===== src/rtl/running_statistics_accumulator_top_assert.svh =====
// Assertion macros shared by the running statistics accumulator.
`ifndef RUNNING_STATISTICS_ACCUMULATOR_TOP_ASSERT_SVH
`define RUNNING_STATISTICS_ACCUMULATOR_TOP_ASSERT_SVH

// Consequent must hold in the same cycle as the antecedent.
`define RSA_ASSERT_SAME(label, clk, rst, ante, cons, msg) \
  label: assert property (@(posedge clk) disable iff (rst) (ante) |-> (cons)) \
    else $error(msg);

// Consequent must hold in the cycle after the antecedent.
`define RSA_ASSERT_NEXT(label, clk, rst, ante, cons, msg) \
  label: assert property (@(posedge clk) disable iff (rst) (ante) |=> (cons)) \
    else $error(msg);

`endif


===== src/rtl/rsa_pkg.sv =====
package rsa_pkg;

  // Width of the three signed accumulators.
  localparam int ACC_WIDTH = 64;

  // Validity of the accumulators; a flag drops for good on overflow.
  typedef struct packed {
    logic total_valid;
    logic square_total_valid;
    logic running_product_valid;
  } acc_flags_t;

endpackage


===== src/rtl/rsa_in_reg.sv =====
module rsa_in_reg import rsa_pkg::*; #(
  parameter int SAMPLE_WIDTH = 16
) (
  input  logic                    clk,
  input  logic                    rst,
  input  logic                    s_valid,
  output logic                    s_ready,
  input  logic [SAMPLE_WIDTH-1:0] s_sample,
  input  logic                    advance,
  output logic                    q_valid,
  output logic [SAMPLE_WIDTH-1:0] q_sample
);

  // The register takes a new sample when it is empty or is being drained.
  assign s_ready = !q_valid || advance;

  always_ff @(posedge clk) begin
    if (rst) begin
      q_valid <= 1'b0;
    end else if (s_valid && s_ready) begin
      q_valid <= 1'b1;
    end else if (advance) begin
      q_valid <= 1'b0;
    end
  end

  always_ff @(posedge clk) begin
    if (s_valid && s_ready) begin
      q_sample <= s_sample;
    end
  end

endmodule


===== src/rtl/rsa_core.sv =====
`include "running_statistics_accumulator_top_assert.svh"

module rsa_core import rsa_pkg::*; #(
  parameter int SAMPLE_WIDTH = 16,
  parameter int COUNT_WIDTH  = 32
) (
  input  logic                           clk,
  input  logic                           rst,
  input  logic                           advance,
  input  logic        [SAMPLE_WIDTH-1:0] sample,
  output logic        [COUNT_WIDTH-1:0]  count,
  output logic signed [SAMPLE_WIDTH-1:0] min_val,
  output logic signed [SAMPLE_WIDTH-1:0] max_val,
  output logic        [ACC_WIDTH-1:0]    sum,
  output logic        [ACC_WIDTH-1:0]    sumsq,
  output logic        [ACC_WIDTH-1:0]    prod,
  output acc_flags_t                     flags
);

  localparam int FULL_WIDTH = ACC_WIDTH + SAMPLE_WIDTH;

  logic signed [SAMPLE_WIDTH-1:0] v;
  logic        [ACC_WIDTH-1:0]    v_ext;
  logic        [SAMPLE_WIDTH-1:0] mag;
  logic        [2*SAMPLE_WIDTH-1:0] sq;
  logic        [ACC_WIDTH-1:0]    sq_ext;
  logic        [ACC_WIDTH-1:0]    sum_add;
  logic        [ACC_WIDTH-1:0]    sq_add;
  logic                           sum_ovf;
  logic                           sq_ovf;
  logic        [ACC_WIDTH-1:0]    prod_mag;
  logic                           prod_neg;
  logic        [FULL_WIDTH-1:0]   full;
  logic        [SAMPLE_WIDTH:0]   full_hi;
  logic        [ACC_WIDTH-2:0]    full_lo;
  logic                           prod_ovf;
  logic        [ACC_WIDTH-1:0]    prod_new;
  logic        [COUNT_WIDTH-1:0]  count_next;

  assign v     = $signed(sample);
  assign v_ext = ACC_WIDTH'(v);
  assign mag   = v[SAMPLE_WIDTH-1] ? SAMPLE_WIDTH'(-sample) : sample;

  assign count_next = (count == '1) ? count : count + 1'b1;

  // Running sum: signed overflow when both operands share a sign the result lacks.
  assign sum_add = sum + v_ext;
  assign sum_ovf = (sum[ACC_WIDTH-1] == v_ext[ACC_WIDTH-1]) &&
                   (sum_add[ACC_WIDTH-1] != sum[ACC_WIDTH-1]);

  // Sum of squares: the square never exceeds 2^30, so it is never negative.
  assign sq     = (2*SAMPLE_WIDTH)'(mag) * (2*SAMPLE_WIDTH)'(mag);
  assign sq_ext = ACC_WIDTH'(sq);
  assign sq_add = sumsq + sq_ext;
  assign sq_ovf = (sumsq[ACC_WIDTH-1] == sq_ext[ACC_WIDTH-1]) &&
                  (sq_add[ACC_WIDTH-1] != sumsq[ACC_WIDTH-1]);

  // Product as sign and magnitude. A negative result may reach 2^63,
  // a positive one only 2^63 - 1.
  assign prod_mag = prod[ACC_WIDTH-1] ? -prod : prod;
  assign prod_neg = prod[ACC_WIDTH-1] ^ v[SAMPLE_WIDTH-1];
  assign full     = FULL_WIDTH'(prod_mag) * FULL_WIDTH'(mag);
  assign full_hi  = full[FULL_WIDTH-1:ACC_WIDTH-1];
  assign full_lo  = full[ACC_WIDTH-2:0];
  assign prod_ovf = prod_neg ?
                    ((full_hi > (SAMPLE_WIDTH+1)'(1)) ||
                     ((full_hi == (SAMPLE_WIDTH+1)'(1)) && (full_lo != '0))) :
                    (full_hi != '0);
  assign prod_new = prod_neg ? -full[ACC_WIDTH-1:0] : full[ACC_WIDTH-1:0];

  always_ff @(posedge clk) begin
    if (rst) begin
      count   <= '0;
      min_val <= {1'b0, {(SAMPLE_WIDTH-1){1'b1}}};
      max_val <= {1'b1, {(SAMPLE_WIDTH-1){1'b0}}};
      sum     <= '0;
      sumsq   <= '0;
      prod    <= ACC_WIDTH'(1);
      flags   <= '1;
    end else if (advance) begin
      count <= count_next;
      if (v > max_val) begin
        max_val <= v;
      end
      if (v < min_val) begin
        min_val <= v;
      end
      if (flags.total_valid) begin
        if (sum_ovf) begin
          flags.total_valid <= 1'b0;
        end else begin
          sum <= sum_add;
        end
      end
      if (flags.square_total_valid) begin
        if (sq_ovf) begin
          flags.square_total_valid <= 1'b0;
        end else begin
          sumsq <= sq_add;
        end
      end
      if (flags.running_product_valid) begin
        if (prod_ovf) begin
          flags.running_product_valid <= 1'b0;
        end else begin
          prod <= prod_new;
        end
      end
    end
  end

  `RSA_ASSERT_NEXT(a_sum_frozen, clk, rst, !flags.total_valid,
    !flags.total_valid && $stable(sum), "running sum moved after overflow")
  `RSA_ASSERT_NEXT(a_prod_frozen, clk, rst, !flags.running_product_valid,
    !flags.running_product_valid && $stable(prod), "product moved after overflow")
  `RSA_ASSERT_NEXT(a_prod_zero, clk, rst, flags.running_product_valid && prod == '0,
    prod == '0, "zero product left zero")
  `RSA_ASSERT_SAME(a_min_max, clk, rst, count != '0,
    min_val <= max_val, "minimum above maximum after a sample")
  `RSA_ASSERT_NEXT(a_count_step, clk, rst, advance && count != '1,
    count == $past(count) + 1'b1, "count did not step by one")

endmodule


===== src/rtl/running_statistics_accumulator_top.sv =====
// Channel   Dir  Handshake                      Payload
// s_axis    in   s_axis_tvalid / s_axis_tready  sample
// m_axis    out  m_axis_tvalid / m_axis_tready  count, min, max, sum, sum of squares,
//                                               product and the three valid flags
//
// The block takes one request per cycle while m_axis does not stall it, and
// returns one result per request. An accepted request loads the input
// register; once the output is free, the sample goes on through the update
// logic into the statistics registers, whose multiplier paths set the clock.
// Reset is synchronous and puts every statistic at its start value at once.
// While a result is stalled the input register still takes one more request.
module running_statistics_accumulator_top import rsa_pkg::*; #(
  parameter int SAMPLE_WIDTH = 16,
  parameter int COUNT_WIDTH  = 32
) (
  input  logic clk,
  input  logic rst,
  input  logic s_axis_tvalid,
  output logic s_axis_tready,
  // sample in the low SAMPLE_WIDTH bits, zero padding above
  input  logic [((SAMPLE_WIDTH+7)/8)*8-1:0] s_axis_tdata,
  output logic m_axis_tvalid,
  input  logic m_axis_tready,
  // item_count, minimum, maximum, total, total_valid, square_total,
  // square_total_valid, running_product, running_product_valid, zero padding
  output logic [((COUNT_WIDTH+2*SAMPLE_WIDTH+3*ACC_WIDTH+3+7)/8)*8-1:0] m_axis_tdata
);

  localparam int OUT_BITS    = COUNT_WIDTH + 2*SAMPLE_WIDTH + 3*ACC_WIDTH + 3;
  localparam int OUT_TDATA_W = ((OUT_BITS + 7) / 8) * 8;

  logic                           q_valid;
  logic        [SAMPLE_WIDTH-1:0] q_sample;
  logic                           out_free;
  logic                           advance;
  logic        [COUNT_WIDTH-1:0]  count;
  logic signed [SAMPLE_WIDTH-1:0] min_val;
  logic signed [SAMPLE_WIDTH-1:0] max_val;
  logic        [ACC_WIDTH-1:0]    sum;
  logic        [ACC_WIDTH-1:0]    sumsq;
  logic        [ACC_WIDTH-1:0]    prod;
  acc_flags_t                     flags;

  // The statistics registers double as the result register, so they only
  // update when the previous result has been taken or was never there.
  assign out_free = !m_axis_tvalid || m_axis_tready;
  assign advance  = q_valid && out_free;

  rsa_in_reg #(
    .SAMPLE_WIDTH (SAMPLE_WIDTH)
  ) u_in_reg (
    .clk      (clk),
    .rst      (rst),
    .s_valid  (s_axis_tvalid),
    .s_ready  (s_axis_tready),
    .s_sample (s_axis_tdata[SAMPLE_WIDTH-1:0]),
    .advance  (advance),
    .q_valid  (q_valid),
    .q_sample (q_sample)
  );

  rsa_core #(
    .SAMPLE_WIDTH (SAMPLE_WIDTH),
    .COUNT_WIDTH  (COUNT_WIDTH)
  ) u_core (
    .clk     (clk),
    .rst     (rst),
    .advance (advance),
    .sample  (q_sample),
    .count   (count),
    .min_val (min_val),
    .max_val (max_val),
    .sum     (sum),
    .sumsq   (sumsq),
    .prod    (prod),
    .flags   (flags)
  );

  // A result is pending from the update until the sink takes it.
  always_ff @(posedge clk) begin
    if (rst) begin
      m_axis_tvalid <= 1'b0;
    end else if (advance) begin
      m_axis_tvalid <= 1'b1;
    end else if (m_axis_tready) begin
      m_axis_tvalid <= 1'b0;
    end
  end

  assign m_axis_tdata = OUT_TDATA_W'({flags.running_product_valid, prod,
                                      flags.square_total_valid, sumsq,
                                      flags.total_valid, sum,
                                      max_val, min_val, count});

endmodule

===== config.mk =====
export PLATFORM = sky130hd
export DESIGN_NAME = running_statistics_accumulator_top
export DESIGN_NICKNAME = d
export VERILOG_FILES = /design/src/rtl/rsa_pkg.sv /design/src/rtl/rsa_in_reg.sv /design/src/rtl/rsa_core.sv /design/src/rtl/running_statistics_accumulator_top.sv
export VERILOG_INCLUDE_DIRS = /design/src /design/src/rtl
export SDC_FILE = /design/constraint.sdc
export NUM_CORES = 2
export LEC_CHECK = 0
export BUFFER_PORTS_ARGS = -buffer_cell sky130_fd_sc_hd__buf_2
export CORE_MARGIN = 1
export CORE_UTILIZATION = 30
export CTS_BUF_LIST = sky130_fd_sc_hd__clkbuf_8 sky130_fd_sc_hd__clkbuf_16
export DETAILED_ROUTE_END_ITERATION = 16
export GPL_TIMING_DRIVEN = 0
export SYNTH_ARGS = -nofsm -noshare
export SYNTH_HDL_FRONTEND = slang
export SYNTH_HIERARCHICAL = 1
export SYNTH_SLANG_ARGS = --single-unit

===== constraint.sdc =====
create_clock -name clk -period 10.7 [get_ports clk]
set_input_delay 1.07 -clock clk [delete_from_list [all_inputs] [get_ports clk]]
set_output_delay 1.07 -clock clk [all_outputs]
set_load 0.005 [all_outputs]

Yosys cells after proc, flatten, opt, wreduce, memory -nomap -nowiden
Index checks and enable logic that the tools add are counted.
Widths: inputs -> output; s select.
Storage, ports and cells
  register bits after elaboration: 277
  latch bits: 0
  RAM bits: 0
  memory bits (read-only): 0
  bits of input ports: 20
  output and inout port bits: 266
  word-level logic and storage cells: 68
  memories kept: 0
Operators by class
  add/subtract/negate cells: 6
  multipliers: 2
  div/mod/pow operators: 0
  order comparisons: 3
  eq/ne operators: 5
  shift-type cells: 0
  mux-type cells: 14
  bitwise logic cells: 6
  reductions and logical operators: 20
Operators by type and width (count)
  $mux 64: 2
  $neg 64->64: 2
  $mul 64x16->80: 1
  $add 64x32->64: 1
  $add 64x64->64: 1
  $reduce_bool 63->1: 1
  $add 32x1->32 const B: 1
  $eq 32x32->1 const B: 1
  $mul 16x16->32: 1
  $eq 17x1->1 const B: 1
  $gt 17x1->1 const B: 1
  $reduce_bool 17->1: 1
  $gt 16x16->1: 1
  $lt 16x16->1: 1
  $mux 16: 1
  $neg 16->16: 1
  $mux 1: 11
  $reduce_and 3->1: 3
  $reduce_and 2->1: 3
  $logic_and 1x1->1: 5
  $not 1->1: 5
  $reduce_bool 2->1: 2
  $logic_or 1x1->1: 3
  $logic_not 1->1: 2
  other kinds (3): 4

Depth between registers and ports, before layout
  depth in word-level cells: 9
  gate-level depth with buffers: 44

Hierarchy
The synthesis kept the hierarchy.
By module, submodules not included
  rsa_core: instances 1, cells an instance 7060, area each 57617.8 um2
  rsa_in_reg: instances 1, cells an instance 21, area each 535.5 um2
  running_statistics_accumulator_top: instances 1, cells an instance 11, area each 96.3 um2

Worst setup path before layout
No wires, ideal clock.
  kind: reg-to-reg
  from: reg u_core.prod[0]
  to: reg u_core.prod[0]
  setup time: 114 ps
  arrival: 10633 ps
  required time: 10586 ps
  slack: -47 ps
  stages on the path, launching flop included: 43
  buffers on the path: 6
  cells stage by stage: dfxtp_1 > clkbuf_1 > inv_1 > clkbuf_1 > ha_1 > nand4b_1 > or3_1 > or3_1 > or3_1 > nor2_1 > nand2_1 > or4_4 > nand2b_1 > o31ai_1 > xnor2_1 > clkbuf_1 > nand2_1 > fa_1 > (+7 left out) > inv_1 > ha_1 > clkbuf_1 > a21o_1 > o21bai_1 > a21oi_1 > o211ai_1 > a31o_2 > a21oi_1 > o211ai_1 > xor2_1 > or4_1 > nor4b_1 > and4b_1 > buf_2 > clkbuf_1 > nand3_1 > a21o_1
On the way
  longest elaborated chain between the ends: 9
  elaborated cells on any way between the ends: 14
  those cells by class: add/sub: 2; mul: 1; order compare: 1; eq/ne: 1; mux: 3; bitwise: 1; reduce/logical: 5
Ends and longest elaborated chain
  start, declared: line rsa_core.sv:16  | output logic [ACC_WIDTH-1:0] prod,
  start signal, assigned: line rsa_core.sv:106  | prod <= prod_new;
  $neg 64->64: line rsa_core.sv:60  | assign prod_mag = prod[ACC_WIDTH-1] ? -prod : prod;
  $mux 64 *: line rsa_core.sv:60
  $mul 64x16->80 *: line rsa_core.sv:62  | assign full = FULL_WIDTH'(prod_mag) * FULL_WIDTH'(mag);
  branches (longest 6 deep; another with $neg 64->64)
Mark *: on every way between the ends.
A chain may end at the register's enable or synchronous reset.

Worst setup path after layout
  from: reg u_core.prod[10]
  to: reg u_core.prod[53]
Same word-level chain as after synthesis.

==> flow_summary.ini <==
[logic_synthesis]
synth_cell_types = 109
synth_compound_area_share_pct = 12.5
yosys.area.top_type_share_pct = 36.5
ys_top_cells_by_count = inv_1, fa_1, nand2_1
yosys_warnings = 6
ys_ff_latch = 277
yosysMostFrequentCell = inv_1
avgSynthCellArea_sq_um = 8.21
yosys.area_share.simple_pct = 17.2
async_flop_share_pct = 0
yosys-top-cells-area = fa_1, dfxtp_1, inv_1, ha_1, nand2_1
synth_sequential_area_ratio_pct = 9.79
syn_inst = 7092
yosys.area_share.xor_xnor_pct = 5.37
synthMuxAreaShare_pct = 0.490
synthAdderAreaFrac_pct = 44.1
synth_top_cell_by_area = fa_1
synth_top_family_by_area = adder cells
syn_area_sq_um = 58200
synth-main-ff-cell = dfxtp_1
synth_edf_count = 16

[route]
num_vias = 53248
finalWirelength_um = 239000
postRouteAntennaNets = 0
via_per_inst = 5.22
routedWlPerCell_um = 23.5
drcViolationCount = 0
drtIter0Drc = 4808
drtPass1Iterations = 6

[final_layout]
nets = 9060
multi_input_area_sq_um = 50200
design_area_sq_um = 70800
seqCellArea_sq_um = 5740
syn_to_final_growth_pct = 21.6
fill_cells = 19566
layout-drive-gt1-share_pct = 17.0
final_util_pct = 36.7

[critical_path]
critPathLaunch = u_core/prod[10]$_SDFFE_PP0P_
cp_slowest_cell = fa_1
path_common_cell = fa_1
timing.rr.end = u_core/prod[53]$_SDFFE_PP0P_
worstPathRequired_ns = 11.19
worst-setup-path-type = flop to flop
cp-start-kind = flop
worstPathArrival_ns = 11.51
reg2regPathDepth = 38
cp_max_fo = 8
r2r_start = u_core/prod[10]$_SDFFE_PP0P_
critPathMaxStageDelay_ns = 0.56
cp-end-kind = flop
r2r_setup_slack_ns = -0.32

[outcome]
outcome = finished, violations left
violations = negative setup slack

[timing]
finalWorstSetupSlack_ns = -0.318
fin_crit_ns = 11.02
worst_pin_slew_ns = 1.46
final-hold-violation-count = 0
fin_crit_sh_pct = 103
finClkSkew_ns = 0.0211
slew_headroom_pct = 2.44
rsz0062_at_grt = true
fmax_mhz = 90.8
drv_slew = 0
setup_viol = 65

[die]
core-area_sq_um = 193000
dieHeight_um = 443
die-area_sq_um = 196000
start_util_pct = 30.2
die_x_um = 443
std_cell_rows = 161
ios = 286

[clock_tree]
cts_sinks = 277
clk_path_buf_depth = 3
clock_latency_ns = 0.63
path_clk_slew_ns = 0.06
cts_max_level = 2
cts_tree = yes
cts_made_buffers = 40
cts_root_buffer = clkbuf_16
postCtsHoldBufs = 0

[flow_run]
drv_cap = 0

[min_path]
hp-start = u_core/sumsq[9]$_SDFFE_PP0P_
whs_endpoint = u_core/sumsq[9]$_SDFFE_PP0P_
hp-class = flop to flop
hold_path_depth = 2

[grt]
grt_pass1_wl_um = 354000
grt_use_total_pct = 24.0
first_global_vias = 55147
grt_overflow = 0
grt_max_degree = 24
antenna_found_initial = 13

[placement]
numPortBuffers = 280
post-dp-hpwl_um = 193000
place_congestion = 0.975
place_area_sq_um = 63100
-- what timing repair did --
action,4_1_cts,5_1_grt
setup endpoints to repair,130,129
gates cloned,3,3
buffers inserted,141,81
pin swaps,173,138
gates resized for setup,676,389
-- layout make-up --
cell class / count / share of cell area, %
repair buffers: 517 / 5.19
flip-flops and latches: 277 / 8.10
well taps: 2526 / 4.46
diodes: 11 / 0.0389
multi-input cells: 5213 / 70.8
clock buffers: 45 / 1.53
inverters: 1267 / 6.76
plain buffers: 309 / 2.70
clock inverters: 28 / 0.390
-- per-layer routing --
metal | track usage (%) | routed length, um
met5 | 0 | 35
met4 | 13.7 | 16100
met3 | 5.49 | 20800
met2 | 37.9 | 107000
met1 | 30.0 | 95200
-- state kept, by name, summed over array words and instances, names as in the netlist --
register           cells
u_core/sumsq          64
u_in_reg/q_valid       1
u_in_reg/q_sample     16
u_core/min_val        16
u_core/max_val        16
u_core/sum            64
u_core/prod           64
u_core/count          32
m_axis_tvalid          1
u_core/flags           3
-- how the worst max path moves through the flow --
stage               slack [ns]                           end  cells after the start
global placement         -6.14  u_core/prod[63]$_SDFFE_PP0P_                     30
detailed placement       -4.42  u_core/prod[63]$_SDFFE_PP0P_                     34
global route             -0.49  u_core/prod[38]$_SDFFE_PP0P_                     39
finish                   -0.32  u_core/prod[53]$_SDFFE_PP0P_                     38
CTS                      -0.20   u_core/prod[9]$_SDFFE_PP0P_                     43
floorplan                 0.07   u_core/prod[0]$_SDFFE_PP1P_                     44
-- worst max-delay path, delay by kind of cell (launching register included) --
| kind | cells | cell delay [ns] |
|---|---|---|
| xor gates and xnor gates | 1 | 0.20 |
| AOI/OAI and AO/OA | 7 | 1.42 |
| buffers and inverters | 7 | 0.89 |
| adders and majority gates | 7 | 3.32 |
| and+or+nand+nor | 16 | 4.62 |
| DFF | 1 | 0.37 |
-- cells in the final DEF, fill, tap and decap left out, types with 67 or more instances in the layout --
master	Yosys	final
inv_1	1260	1250
fa_1	1062	1051
nand2_1	939	913
nor2_1	655	643
ha_1	353	316
a21oi_1	395	315
buf_2	10	287
dfxtp_1	261	250
o21ai_0	269	194
buf_4	14	193
clkbuf_1	307	150
xnor2_1	196	147
a21o_1	145	143
nand3_1	171	131
xor2_1	159	110
a21oi_2	3	74
clkbuf_2	0	67
-- metrics by stage --
step | std cells | hold WS [ns] | setup TNS, ns | setup WS, ns
2_1_floorplan | 7106 | 0.461 | 0 | 0.0712
3_3_place_gp | 9912 | 0.461 | -634.30 | -6.14
3_5_place_dp | 9923 | 0.466 | -426.00 | -4.42
4_1_cts | 10108 | 0.481 | -7.90 | -0.198
5_1_grt | 10184 | 0.501 | -24.98 | -0.486
6_report | 10193 | 0.478 | -14.64 | -0.318
-- cell families after synthesis --
| family | after synthesis |
|---|---|
| compound gates | 1156 |
| xor+xnor | 356 |
| fa+ha+maj | 1415 |
| buf+inv | 1616 |
| flops | 277 |
| mux | 28 |
| other cells | 3 |
| simple gates | 2241 |
Power is left out: the tool's default activity adds up to more than one toggle a clock period on the data nets, which glitch-free logic cannot reach.
